`config.mk`:
```
export PLATFORM = sky130hd
export DESIGN_NAME = url_percent_decoder_top_flat
export DESIGN_NICKNAME = d
export VERILOG_FILES = /design/src/upd_pkg.sv /design/src/upd_if.sv /design/src/upd_front.sv /design/src/upd_queue.sv /design/src/upd_back.sv /design/src/url_percent_decoder_top.sv /design/src/flat_wrapper.sv
export SDC_FILE = /design/constraint.sdc
export NUM_CORES = 1
export LEC_CHECK = 0
export ABC_CLOCK_PERIOD_IN_PS = 3100
export BUFFER_PORTS_ARGS = -buffer_cell sky130_fd_sc_hd__buf_2
export CAP_MARGIN = 10
export CORE_MARGIN = 2
export CORE_UTILIZATION = 43
export CTS_CLUSTER_DIAMETER = 80
export DETAILED_ROUTE_END_ITERATION = 6
export GPL_TIMING_DRIVEN = 0
export PLACE_DENSITY = 0.66
export SYNTH_ARGS = -nofsm -noshare
export SYNTH_HDL_FRONTEND = slang
export SYNTH_SLANG_ARGS = --single-unit
```
`constraint.sdc`:
```
create_clock -name clk -period 3.1 [get_ports clk]
set_input_delay 0.31 -clock clk [delete_from_list [all_inputs] [get_ports clk]]
set_output_delay 0.31 -clock clk [all_outputs]
set_load 0.1 [all_outputs]
```
`src/upd_pkg.sv`:
```
// Shared types, constants and helper functions for the URL percent decoder.
// No dependencies; upd_front, upd_queue, upd_back and the top level import this package.
package upd_pkg;

  localparam logic [7:0] PCT_CHAR = 8'h25;
  localparam int unsigned QUEUE_DEPTH_DEF = 4;

  // Escape tracking, one-hot.
  typedef enum logic [2:0] {
    PH_IDLE  = 3'b001,
    PH_PCT   = 3'b010,
    PH_DIGIT = 3'b100
  } phase_t;

  // One classified input byte: up to three output bytes, first in slot 0.
  typedef struct packed {
    logic [1:0]      cnt;
    logic [2:0][7:0] bytes;
    logic            last;
  } job_t;

  // Status from the front end.
  typedef struct packed {
    logic push;
    logic pending;
  } front_stat_t;

  function automatic logic is_hex(input logic [7:0] c);
    is_hex = (c >= 8'h30 && c <= 8'h39) || (c >= 8'h61 && c <= 8'h66) ||
             (c >= 8'h41 && c <= 8'h46);
  endfunction

  // Letters a-f and A-F have low nibbles 1..6, which map to 10..15.
  function automatic logic [3:0] hex_nibble(input logic [7:0] c);
    if (c <= 8'h39) begin
      hex_nibble = c[3:0];
    end else begin
      hex_nibble = c[3:0] + 4'd9;
    end
  endfunction

endpackage

```
`src/upd_if.sv`:
```
// Handshake interfaces for the raw input bytes and the decoded output bytes.
// No dependencies.
interface upd_in_if;
  logic       valid;
  logic       ready;
  logic [7:0] in_byte;
  logic       in_last;
  modport source (output valid, in_byte, in_last, input ready);
  modport sink (input valid, in_byte, in_last, output ready);
endinterface

interface upd_out_if;
  logic       valid;
  logic       ready;
  logic [7:0] out_byte;
  logic       out_run_last;
  logic       out_text_last;
  modport source (output valid, out_byte, out_run_last, out_text_last, input ready);
  modport sink (input valid, out_byte, out_run_last, out_text_last, output ready);
endinterface

```
`src/upd_front.sv`:
```
// Front end: accepts raw bytes, tracks the escape state and turns each byte
// into a job of zero to three output bytes. Depends on upd_pkg and upd_if.
module upd_front (
  input  logic               clk,
  input  logic               rst,
  upd_in_if.sink             rx,
  input  logic               q_full,
  output upd_pkg::job_t      job,
  output upd_pkg::front_stat_t stat
);
  import upd_pkg::*;

  phase_t     phase;
  phase_t     phase_next;
  logic [7:0] held;
  logic [7:0] held_next;
  logic       accept;
  logic       b_hex;
  logic       pct_hold;
  logic [7:0] b;

  assign b        = rx.in_byte;
  assign b_hex    = is_hex(b);
  assign pct_hold = (b == PCT_CHAR) && !rx.in_last;
  assign rx.ready = !q_full;
  assign accept   = rx.valid && rx.ready;

  always_comb begin
    job.cnt    = 2'd0;
    job.bytes  = '{b, held, PCT_CHAR};
    job.last   = rx.in_last;
    phase_next = PH_IDLE;
    held_next  = held;
    case (phase)
      PH_PCT: begin
        if (b_hex && !rx.in_last) begin
          phase_next = PH_DIGIT;
          held_next  = b;
        end else if (b_hex || !pct_hold) begin
          job.cnt      = 2'd2;
          job.bytes[1] = b;
        end else begin
          job.cnt    = 2'd1;
          phase_next = PH_PCT;
        end
      end
      PH_DIGIT: begin
        if (b_hex) begin
          job.cnt      = 2'd1;
          job.bytes[0] = {hex_nibble(held), hex_nibble(b)};
        end else if (pct_hold) begin
          // The broken escape flushes, and this '%' opens a new one.
          job.cnt    = 2'd2;
          phase_next = PH_PCT;
        end else begin
          job.cnt = 2'd3;
        end
      end
      default: begin
        if (pct_hold) begin
          phase_next = PH_PCT;
        end else begin
          job.cnt      = 2'd1;
          job.bytes[0] = b;
        end
      end
    endcase
  end

  always_ff @(posedge clk) begin
    if (rst) begin
      phase <= PH_IDLE;
    end else if (accept) begin
      phase <= phase_next;
    end
  end

  always_ff @(posedge clk) begin
    if (accept) begin
      held <= held_next;
    end
  end

  assign stat.push    = accept && (job.cnt != 2'd0);
  assign stat.pending = (phase != PH_IDLE);

endmodule

```
`src/upd_queue.sv`:
```
// Short first-in first-out queue of jobs between the front and back ends.
// Depends on upd_pkg. DEPTH must be a power of two, at least 2.
module upd_queue #(
  parameter int unsigned DEPTH = upd_pkg::QUEUE_DEPTH_DEF
) (
  input  logic          clk,
  input  logic          rst,
  input  logic          push,
  input  upd_pkg::job_t wr_job,
  input  logic          pop,
  output upd_pkg::job_t head,
  output logic          full,
  output logic          empty
);
  import upd_pkg::*;

  localparam int unsigned AW = $clog2(DEPTH);

  job_t          entries [DEPTH];
  logic [AW-1:0] wr_ptr;
  logic [AW-1:0] rd_ptr;
  logic [AW:0]   count;

  assign full  = (count == (AW+1)'(DEPTH));
  assign empty = (count == '0);
  assign head  = entries[rd_ptr];

  always_ff @(posedge clk) begin
    if (rst) begin
      wr_ptr <= '0;
      rd_ptr <= '0;
      count  <= '0;
    end else begin
      if (push) begin
        wr_ptr <= wr_ptr + 1'b1;
      end
      if (pop) begin
        rd_ptr <= rd_ptr + 1'b1;
      end
      if (push && !pop) begin
        count <= count + 1'b1;
      end else if (pop && !push) begin
        count <= count - 1'b1;
      end
    end
  end

  always_ff @(posedge clk) begin
    if (push) begin
      entries[wr_ptr] <= wr_job;
    end
  end

endmodule

```
`src/upd_back.sv`:
```
// Back end: walks the bytes of the job at the queue head, one per cycle
// while tx is not stalled, into the output register. Depends on upd_pkg and upd_if.
module upd_back (
  input  logic          clk,
  input  logic          rst,
  input  upd_pkg::job_t head,
  input  logic          empty,
  output logic          pop,
  upd_out_if.source     tx
);
  import upd_pkg::*;

  logic [1:0] idx;
  logic       load;
  logic       at_end;

  assign load   = !tx.valid || tx.ready;
  assign at_end = (idx == head.cnt - 2'd1);
  assign pop    = load && !empty && at_end;

  always_ff @(posedge clk) begin
    if (rst) begin
      tx.valid <= 1'b0;
      idx      <= 2'd0;
    end else if (load) begin
      tx.valid <= !empty;
      if (!empty) begin
        idx <= at_end ? 2'd0 : idx + 2'd1;
      end
    end
  end

  always_ff @(posedge clk) begin
    if (load && !empty) begin
      tx.out_byte      <= head.bytes[idx];
      tx.out_run_last  <= at_end;
      tx.out_text_last <= at_end && head.last;
    end
  end

endmodule

```
`src/url_percent_decoder_top.sv`:
```
// Top level of the streaming URL percent decoder: front end, job queue and
// back end. Depends on upd_pkg, upd_if, upd_front, upd_queue and upd_back.
//
//   channel | dir | payload                                 | item
//   rx      | in  | in_byte[7:0], in_last                   | one raw byte
//   tx      | out | out_byte[7:0], out_run_last, out_text_last | one decoded byte
//
// The front end takes one raw byte per cycle while the job queue has room.
// The back end sends one decoded byte per cycle while tx is ready; a byte
// that yields three results keeps it busy longer, and the queue of QUEUE_DEPTH
// jobs absorbs such bursts. With the queue empty, a decoded byte goes from
// its queue entry through the output register to tx.
// Reset returns the escape state to idle and empties the queue and output.
module url_percent_decoder_top #(
  parameter int unsigned QUEUE_DEPTH = upd_pkg::QUEUE_DEPTH_DEF
) (
  input  logic      clk,
  input  logic      rst,
  upd_in_if.sink    rx,
  upd_out_if.source tx
);
  import upd_pkg::*;

  job_t        job;
  job_t        head;
  front_stat_t stat;
  logic        q_full;
  logic        q_empty;
  logic        q_pop;

  upd_front u_front (
    .clk    (clk),
    .rst    (rst),
    .rx     (rx),
    .q_full (q_full),
    .job    (job),
    .stat   (stat)
  );

  upd_queue #(.DEPTH(QUEUE_DEPTH)) u_queue (
    .clk    (clk),
    .rst    (rst),
    .push   (stat.push),
    .wr_job (job),
    .pop    (q_pop),
    .head   (head),
    .full   (q_full),
    .empty  (q_empty)
  );

  upd_back u_back (
    .clk   (clk),
    .rst   (rst),
    .head  (head),
    .empty (q_empty),
    .pop   (q_pop),
    .tx    (tx)
  );

  a_no_push_full: assert property (@(posedge clk) disable iff (rst)
    stat.push |-> !q_full)
    else $error("job pushed into a full queue");

  a_last_clears_escape: assert property (@(posedge clk) disable iff (rst)
    rx.valid && rx.ready && rx.in_last |=> !stat.pending)
    else $error("escape still pending after end of text");

  a_text_last_ends_run: assert property (@(posedge clk) disable iff (rst)
    tx.valid && tx.out_text_last |-> tx.out_run_last)
    else $error("end of text marked on a byte that does not end its run");

  a_no_pop_empty: assert property (@(posedge clk) disable iff (rst)
    q_pop |-> !q_empty)
    else $error("pop from an empty queue");

endmodule
```
`src/flat_wrapper.sv`:
```
// flat-port wrapper written by rule: the top's interface ports become plain ports
module url_percent_decoder_top_flat import upd_pkg::*;
#(
  parameter int unsigned QUEUE_DEPTH = upd_pkg::QUEUE_DEPTH_DEF
)
  (clk, rst, rx_valid, rx_in_byte, rx_in_last, rx_ready, tx_valid, tx_out_byte, tx_out_run_last, tx_out_text_last, tx_ready);
  upd_in_if rx_i ();
  upd_out_if tx_i ();
  input  logic clk;
  input  logic rst;
  input wire logic [$bits(rx_i.valid)-1:0] rx_valid;
  input wire logic [$bits(rx_i.in_byte)-1:0] rx_in_byte;
  input wire logic [$bits(rx_i.in_last)-1:0] rx_in_last;
  output wire logic [$bits(rx_i.ready)-1:0] rx_ready;
  output wire logic [$bits(tx_i.valid)-1:0] tx_valid;
  output wire logic [$bits(tx_i.out_byte)-1:0] tx_out_byte;
  output wire logic [$bits(tx_i.out_run_last)-1:0] tx_out_run_last;
  output wire logic [$bits(tx_i.out_text_last)-1:0] tx_out_text_last;
  input wire logic [$bits(tx_i.ready)-1:0] tx_ready;
  assign rx_i.valid = rx_valid;
  assign rx_i.in_byte = rx_in_byte;
  assign rx_i.in_last = rx_in_last;
  assign rx_ready = rx_i.ready;
  assign tx_valid = tx_i.valid;
  assign tx_out_byte = tx_i.out_byte;
  assign tx_out_run_last = tx_i.out_run_last;
  assign tx_out_text_last = tx_i.out_text_last;
  assign tx_i.ready = tx_ready;
  url_percent_decoder_top #(.QUEUE_DEPTH(QUEUE_DEPTH)) u_core (.clk(clk), .rst(rst), .rx(rx_i), .tx(tx_i));
endmodule
```
==> flow_summary.json, run 1 <==
{
  "status": "finished clean",
  "avgSynthCellArea_um2": 16.69,
  "clock_skew_ns": 0.009610,
  "finalInstanceArea_um2": 6964,
  "cts-root-buf": "clkbuf_16",
  "hold_depth": 1,
  "synth-edff-count": 126,
  "clockBufferDepth": 2,
  "antenna_found_initial": 0,
  "cp-endpoint": "u_core.u_queue.count[2]",
  "min_period_ns": 2.956,
  "hold_path.class": "primary input to flip-flop",
  "synth_area_um2": 6008,
  "placed_cell_area_um2": 6354,
  "synth_cell_types": 55,
  "synthesis.nets": 386,
  "setup_viol": 0,
  "pin_count": 25,
  "r2r_cells": 11,
  "start_util_pct": 43.62,
  "core_area_um2": 13770,
  "place.gp.congestion": 0.7588,
  "cts_htree_levels": 4,
  "grt_pass1_wl_um": 17680,
  "fillerInstances": 1170,
  "worst_setup_path_end_kind": "flip-flop",
  "num_antenna_cells": 0,
  "netlist_instances": 360,
  "ant_nets": 0,
  "crit_path_start_kind": "flip-flop",
  "worst_slew_pin_slew_ns": 1.136,
  "num_rows": 43,
  "clkLatencyLatePin_ns": 0.41,
  "overflow": 0,
  "cts_tree": "done",
  "grt_max_degree": 28,
  "wl_per_cell_um": 19.08,
  "crit_type": "flip-flop to flip-flop",
  "critical_path_peak_fanout": 4,
  "pwr-share-seq_pct": 38.7,
  "yosys_register_bits": 141,
  "rsz0062_at_grt": "no",
  "drt_wl_total_um": 11370,
  "clk_pin_slew_worst_paths_ns": 0.06,
  "clkSinkCount": 141,
  "tns_ns": 0,
  "p_int_uw": 4285,
  "synth_sequential_area_ratio_pct": 67.97,
  "die_w_um": 122.2,
  "arrival_ns": 3.30,
  "crit_required_ns": 3.44,
  "hold_viol": 0,
  "synth_ff_type": "edfxtp_1",
  "routed_via_density": 5.327,
  "num_vias": 3175,
  "cts-buffers-inserted": 17,
  "drt_iter0_markers": 225,
  "powerDensity_nw_per_um2": 907.1,
  "track_usage_pct": 16.43,
  "period_share_pct": 95.34,
  "grt_pass1_vias": 3220,
  "synth_warnings": 0,
  "async_flop_share_pct": 0,
  "drive_gt1_share_pct": 24.52,
  "hpwl_um": 7363,
  "min_from": "rx_in_byte[7]",
  "r2r-end": "u_core.u_queue.count[2]",
  "p_sw_uw": 2032,
  "nNetsFinal": 429,
  "power.clock.fraction_pct": 32.8,
  "dr.pass1.iters": 5,
  "max_slew_margin_pct": 23.96,
  "io_buffers": 23,
  "reg2reg_slack_ns": 0.14,
  "vdd.ir_drop.worst_v": 0.0003866,
  "power.share.combinational_pct": 28.5,
  "synthToLayoutAreaGrowth_pct": 15.91,
  "max_freq_ghz": 0.3383,
  "final_max_slew_viol_count": 0,
  "drc": 0,
  "switching_share_pct": 32.17,
  "die_h_um": 122.2,
  "p_leak_uw": 0.002397,
  "cts-resized-gates": 0,
  "dieArea_um2": 14930,
  "drv_cap": 0
}
==> sequential cells by signal (all words and copies together), names as in the netlist, named ones only <==
signal                          flops
u_core.u_front.held                 8
u_core.u_queue.wr_ptr               2
u_core.u_back.tx.out_text_last      1
u_core.u_back.tx.out_run_last       1
u_core.u_back.idx                   2
u_core.u_queue.rd_ptr               2
u_core.u_queue.count                3
u_core.u_back.tx.valid              1
u_core.u_back.tx.out_byte           8
u_core.u_front.phase                3
u_core.u_queue.entries            108
==> stage by stage <==
stage                     setup WS, ns  utilization [%]  cells  total power (uW)  hold WS (ns)
after floorplan                 0.1961                -    360              3934        0.4089
after global placement         -0.1643            46.09    563              4254        0.4562
after detailed placement       0.07409            46.13    563              4299        0.4618
after CTS                      0.09061            50.51    595              6370        0.1753
after global routing          0.005862            50.56    596              6576        0.2145
final                           0.1445            50.56    596              6317        0.1932
==> worst min path at each step <==
stage,endpoint,slack (ns)
final,u_core.u_front.held[7],0.19
after global routing,u_core.u_front.held[7],0.21
after CTS,u_core.u_front.held[7],0.18
after detailed placement,u_core.u_front.phase[2],0.46
after global placement,u_core.u_front.phase[2],0.46
after floorplan,u_core.u_front.held[0],0.41
==> synthesized netlist by cell type, types with 3 or more instances <==
cell / instances / area [um2]
and2_1: 5 / 31.28
dfxtp_1: 15 / 300.3
edfxtp_1: 126 / 3784
xor2_1: 4 / 35.03
nand3_1: 3 / 15.01
o22ai_1: 8 / 50.05
mux2i_1: 12 / 120.1
nor2_1: 20 / 75.07
mux4_2: 25 / 563.0
ha_1: 12 / 150.1
mux2_4: 8 / 120.1
clkbuf_1: 6 / 22.52
nand2b_1: 6 / 37.54
inv_1: 20 / 75.07
a21o_1: 3 / 22.52
o21ai_0: 10 / 50.05
buf_2: 3 / 15.01
a21oi_1: 11 / 55.05
nand2_1: 15 / 56.30
==> power by group through the flow <==
| stage | registers, uW | clock network (uW) | logic (uW) |
|---|---|---|---|
| after floorplan | 3020 | 0 | 918 |
| after global placement | 2480 | 0 | 1780 |
| after detailed placement | 2490 | 0 | 1810 |
| after CTS | 2450 | 2100 | 1820 |
| after global routing | 2480 | 2170 | 1930 |
| final | 2450 | 2070 | 1800 |
==> worst max-delay path, cell delays in order (launching register included) <==
cell and delay, ns:
dfxtp_1 0.32, buf_6 0.11, mux4_2 0.55, xnor2_2 0.26
mux2_4 0.36, inv_1 0.08, ha_1 0.17, inv_1 0.06
fa_1 0.38, xor2_1 0.16, or3_1 0.31, a21oi_1 0.13
==> metal layers <==
| layer | routed length [um] | GRT usage, % |
|---|---|---|
| met1 | 4922 | 21.69 |
| met2 | 5702 | 26.28 |
| met3 | 605 | 3.933 |
| met4 | 140 | 6.681 |
| met5 | 0 | 0 |
==> cell usage in the layout (no fill, tap or decap), drive strengths merged, types with 2 or more instances in the layout <==
cell      instances
ha               12
a211o             2
and2              6
clkinv            7
mux2              8
inv              21
nand2b            6
nor2b             2
mux2i            12
nor3              2
mux4             27
or2               4
nor2             20
or3               2
nand3             3
nand2            15
o21ai            10
nor4b             2
o22ai             8
clkinvlp          2
dfxtp            15
xnor2             3
clkbuf           25
buf              31
xor2              4
a21o              3
a21oi            12
bufinv            4
edfxtp          126
a32o              2
o21bai            2
==> kinds of logic (layout without fill, tap and decap cells) <==
kind of cell,Yosys count,in the layout,synth area share (%)
buffers and inverters,34,90,2.457
multiplexers,47,47,14.24
AO/OA/AOI/OAI,50,50,5.540
adder cells (fa/ha/maj),13,13,2.832
flip-flops,141,141,67.97
AND/OR/NAND/NOR,68,68,5.810
XOR/XNOR,7,7,1.145
==> layout make-up <==
cell class / count / area (um2) / share of cell area [%]
well taps: 180 / 225.2 / 3.234
flip-flops and latches: 141 / 4084 / 58.64
clock buffers: 18 / 429.2 / 6.162
repair buffers: 24 / 122.6 / 1.761
plain buffers: 14 / 72.57 / 1.042
inverters: 20 / 75.07 / 1.078
clock inverters: 14 / 173.9 / 2.497
multi-input cells: 185 / 1782 / 25.58
==> repair_timing <==
item	in CTS	in global routing
hold buffers	0	0
setup endpoints to repair	0	1
setup buffers	0	1
Note: power is estimated with default switching activity, not from simulation.
==> inputs of run 2 (changes only) <==
Settings changed: BUFFER_PORTS_ARGS -buffer_cell sky130_fd_sc_hd__buf_2 to -buffer_cell sky130_fd_sc_hd__buf_4, CTS_CLUSTER_SIZE set to 20.
==> flow_summary.json, run 2 (synthesis results as in run 1) <==
{
  "status": "finished clean",
  "slowest_delay_ns": 0.58,
  "utilization_pct": 50.90,
  "worst_slew_pin_slew_ns": 1.125,
  "num_vias": 3153,
  "crit_required_ns": 3.44,
  "ant_nets": 0,
  "clock_skew_ns": 0.009059,
  "max_slew_margin_pct": 24.75,
  "min_period_ns": 2.992,
  "multi_input_area_um2": 1795,
  "clkSinkCount": 141,
  "start_util_pct": 43.62,
  "hold_path.class": "primary input to flip-flop",
  "powerDensity_nw_per_um2": 898.7,
  "reg.largest.list": "u_core.u_queue.entries x108, u_core.u_back.tx.out_byte x8, u_core.u_front.held x8",
  "clkLatencyLatePin_ns": 0.42,
  "synthToLayoutAreaGrowth_pct": 16.68,
  "arrival_ns": 3.34,
  "wl_per_cell_um": 18.49,
  "crit_path_start_kind": "flip-flop",
  "vdd.ir_drop.worst_v": 0.0003025,
  "antenna_found_initial": 0,
  "pin_count": 25,
  "die_h_um": 122.2,
  "hold_viol": 0,
  "dieArea_um2": 14930,
  "crit_type": "flip-flop to flip-flop",
  "nNetsFinal": 429,
  "largest_reg_flops": 108,
  "drt_iter0_markers": 269,
  "drive_gt1_share_pct": 25.06,
  "num_antenna_cells": 0,
  "drt_wl_total_um": 11000,
  "final_common_cell": "edfxtp_1",
  "dr.pass1.iters": 4,
  "clk_pin_slew_worst_paths_ns": 0.05,
  "max_freq_ghz": 0.3343,
  "final_max_slew_viol_count": 0,
  "worst_setup_path_end_kind": "flip-flop",
  "seqCellArea_um2": 4084,
  "drv_cap": 0,
  "mostFrequentLayoutCells": "126 x edfxtp_1, 25 x mux4_2, 24 x buf_4, 20 x nor2_1, 20 x inv_1",
  "cts-buffers-inserted": 17,
  "cp_cell_sequence": "buf_6, mux4_2, xnor2_4, mux2_4, inv_1, ha_2, inv_1, fa_1, xor2_1, or3_1, a21oi_1",
  "critical_path_peak_fanout": 4,
  "drc": 0,
  "place.gp.congestion": 0.7511,
  "cp_common_cell": "inv_1",
  "period_share_pct": 96.50,
  "core_area_um2": 13770,
  "grt_max_degree": 28,
  "io_buffers": 23,
  "num_rows": 43,
  "grt_pass1_vias": 3166,
  "routed_via_density": 5.299,
  "slowest_stage": "mux4_2",
  "p_leak_uw": 0.002404,
  "power_uw": 6300,
  "regMostFlops": "u_core.u_queue.entries",
  "cts_tree": "done",
  "preCtsSetupSlack_ns": 0.08739,
  "cts-root-buf": "clkbuf_16",
  "setup_viol": 0,
  "setup_slack_ns": 0.1084,
  "overflow": 0,
  "hpwl_um": 7278,
  "fillerInstances": 1151,
  "track_usage_pct": 16.15,
  "dpl.cell_count": 563,
  "cts_htree_levels": 4,
  "die_w_um": 122.2,
  "grt_pass1_wl_um": 17360,
  "clockBufferDepth": 2,
  "final_cells": 595
}
==> run 2: critical path, delay by kind of cell, from the launching register on <==
kind	cells	cell delay [ns]
flip-flops	1	0.32
multiplexers	2	0.93
XOR/XNOR	2	0.39
AO/OA/AOI/OAI	1	0.14
adder cells (fa/ha/maj)	2	0.56
AND/OR/NAND/NOR	1	0.33
buffers and inverters	3	0.25
==> run 2: metal layers <==
layer  wire, um  GRT usage (%)  share of wire, %
met5          0              0                 0
met4        199          7.112               1.8
met2       5393          25.42                49
met3        395          3.652               3.6
met1       5016          21.57                46
==> run 2: repair_timing <==
action | CTS | global route
setup endpoints to repair | 0 | 1
gates resized for setup | 0 | 2
endpoints found under the hold margin | 0 | 0
hold buffers | 0 | 0
buffers inserted | 0 | 1
==> run 2: power breakdown <==
group          internal, uW  leakage [uW]  switching (uW)  total (uW)
combinational           640      0.000852            1220        1860
clock                  1250      0.000277             738        1990
sequential             2370       0.00128            79.0        2450
==> run 2: area by class of cell <==
| cell class | instances | area share (%) |
|---|---|---|
| Clock inverter | 13 | 2.124 |
| Buffer | 14 | 1.035 |
| Tap cell | 180 | 3.213 |
| Multi-Input combinational cell | 185 | 25.61 |
| Timing Repair Buffer | 24 | 2.570 |
| Sequential cell | 141 | 58.25 |
| Inverter | 20 | 1.071 |
| Clock buffer | 18 | 6.122 |
==> run 2: path summary, 6_finish.rpt <==
kind,start,end,slack (ns),depth (start not counted)
max,flip-flop,u_core.u_queue.count[2],0.11,11
min,rx_in_byte[7],u_core.u_front.held[7],0.15,1
max reg2reg,flip-flop,u_core.u_queue.count[2],0.11,11
min reg2reg,u_core.u_front.phase[2],u_core.u_front.phase[2],0.48,2
==> run 2: per-stage QoR <==
stage | hold slack, ns | cell area (um2) | setup TNS, ns
finish | 0.1463 | 7010 | 0
global route | 0.1462 | 7010 | -0.008791
CTS | 0.1328 | 6989 | 0
detailed placement | 0.4804 | 6411 | 0
global placement | 0.4533 | 6406 | -10.04
floorplan | 0.4089 | 6008 | 0
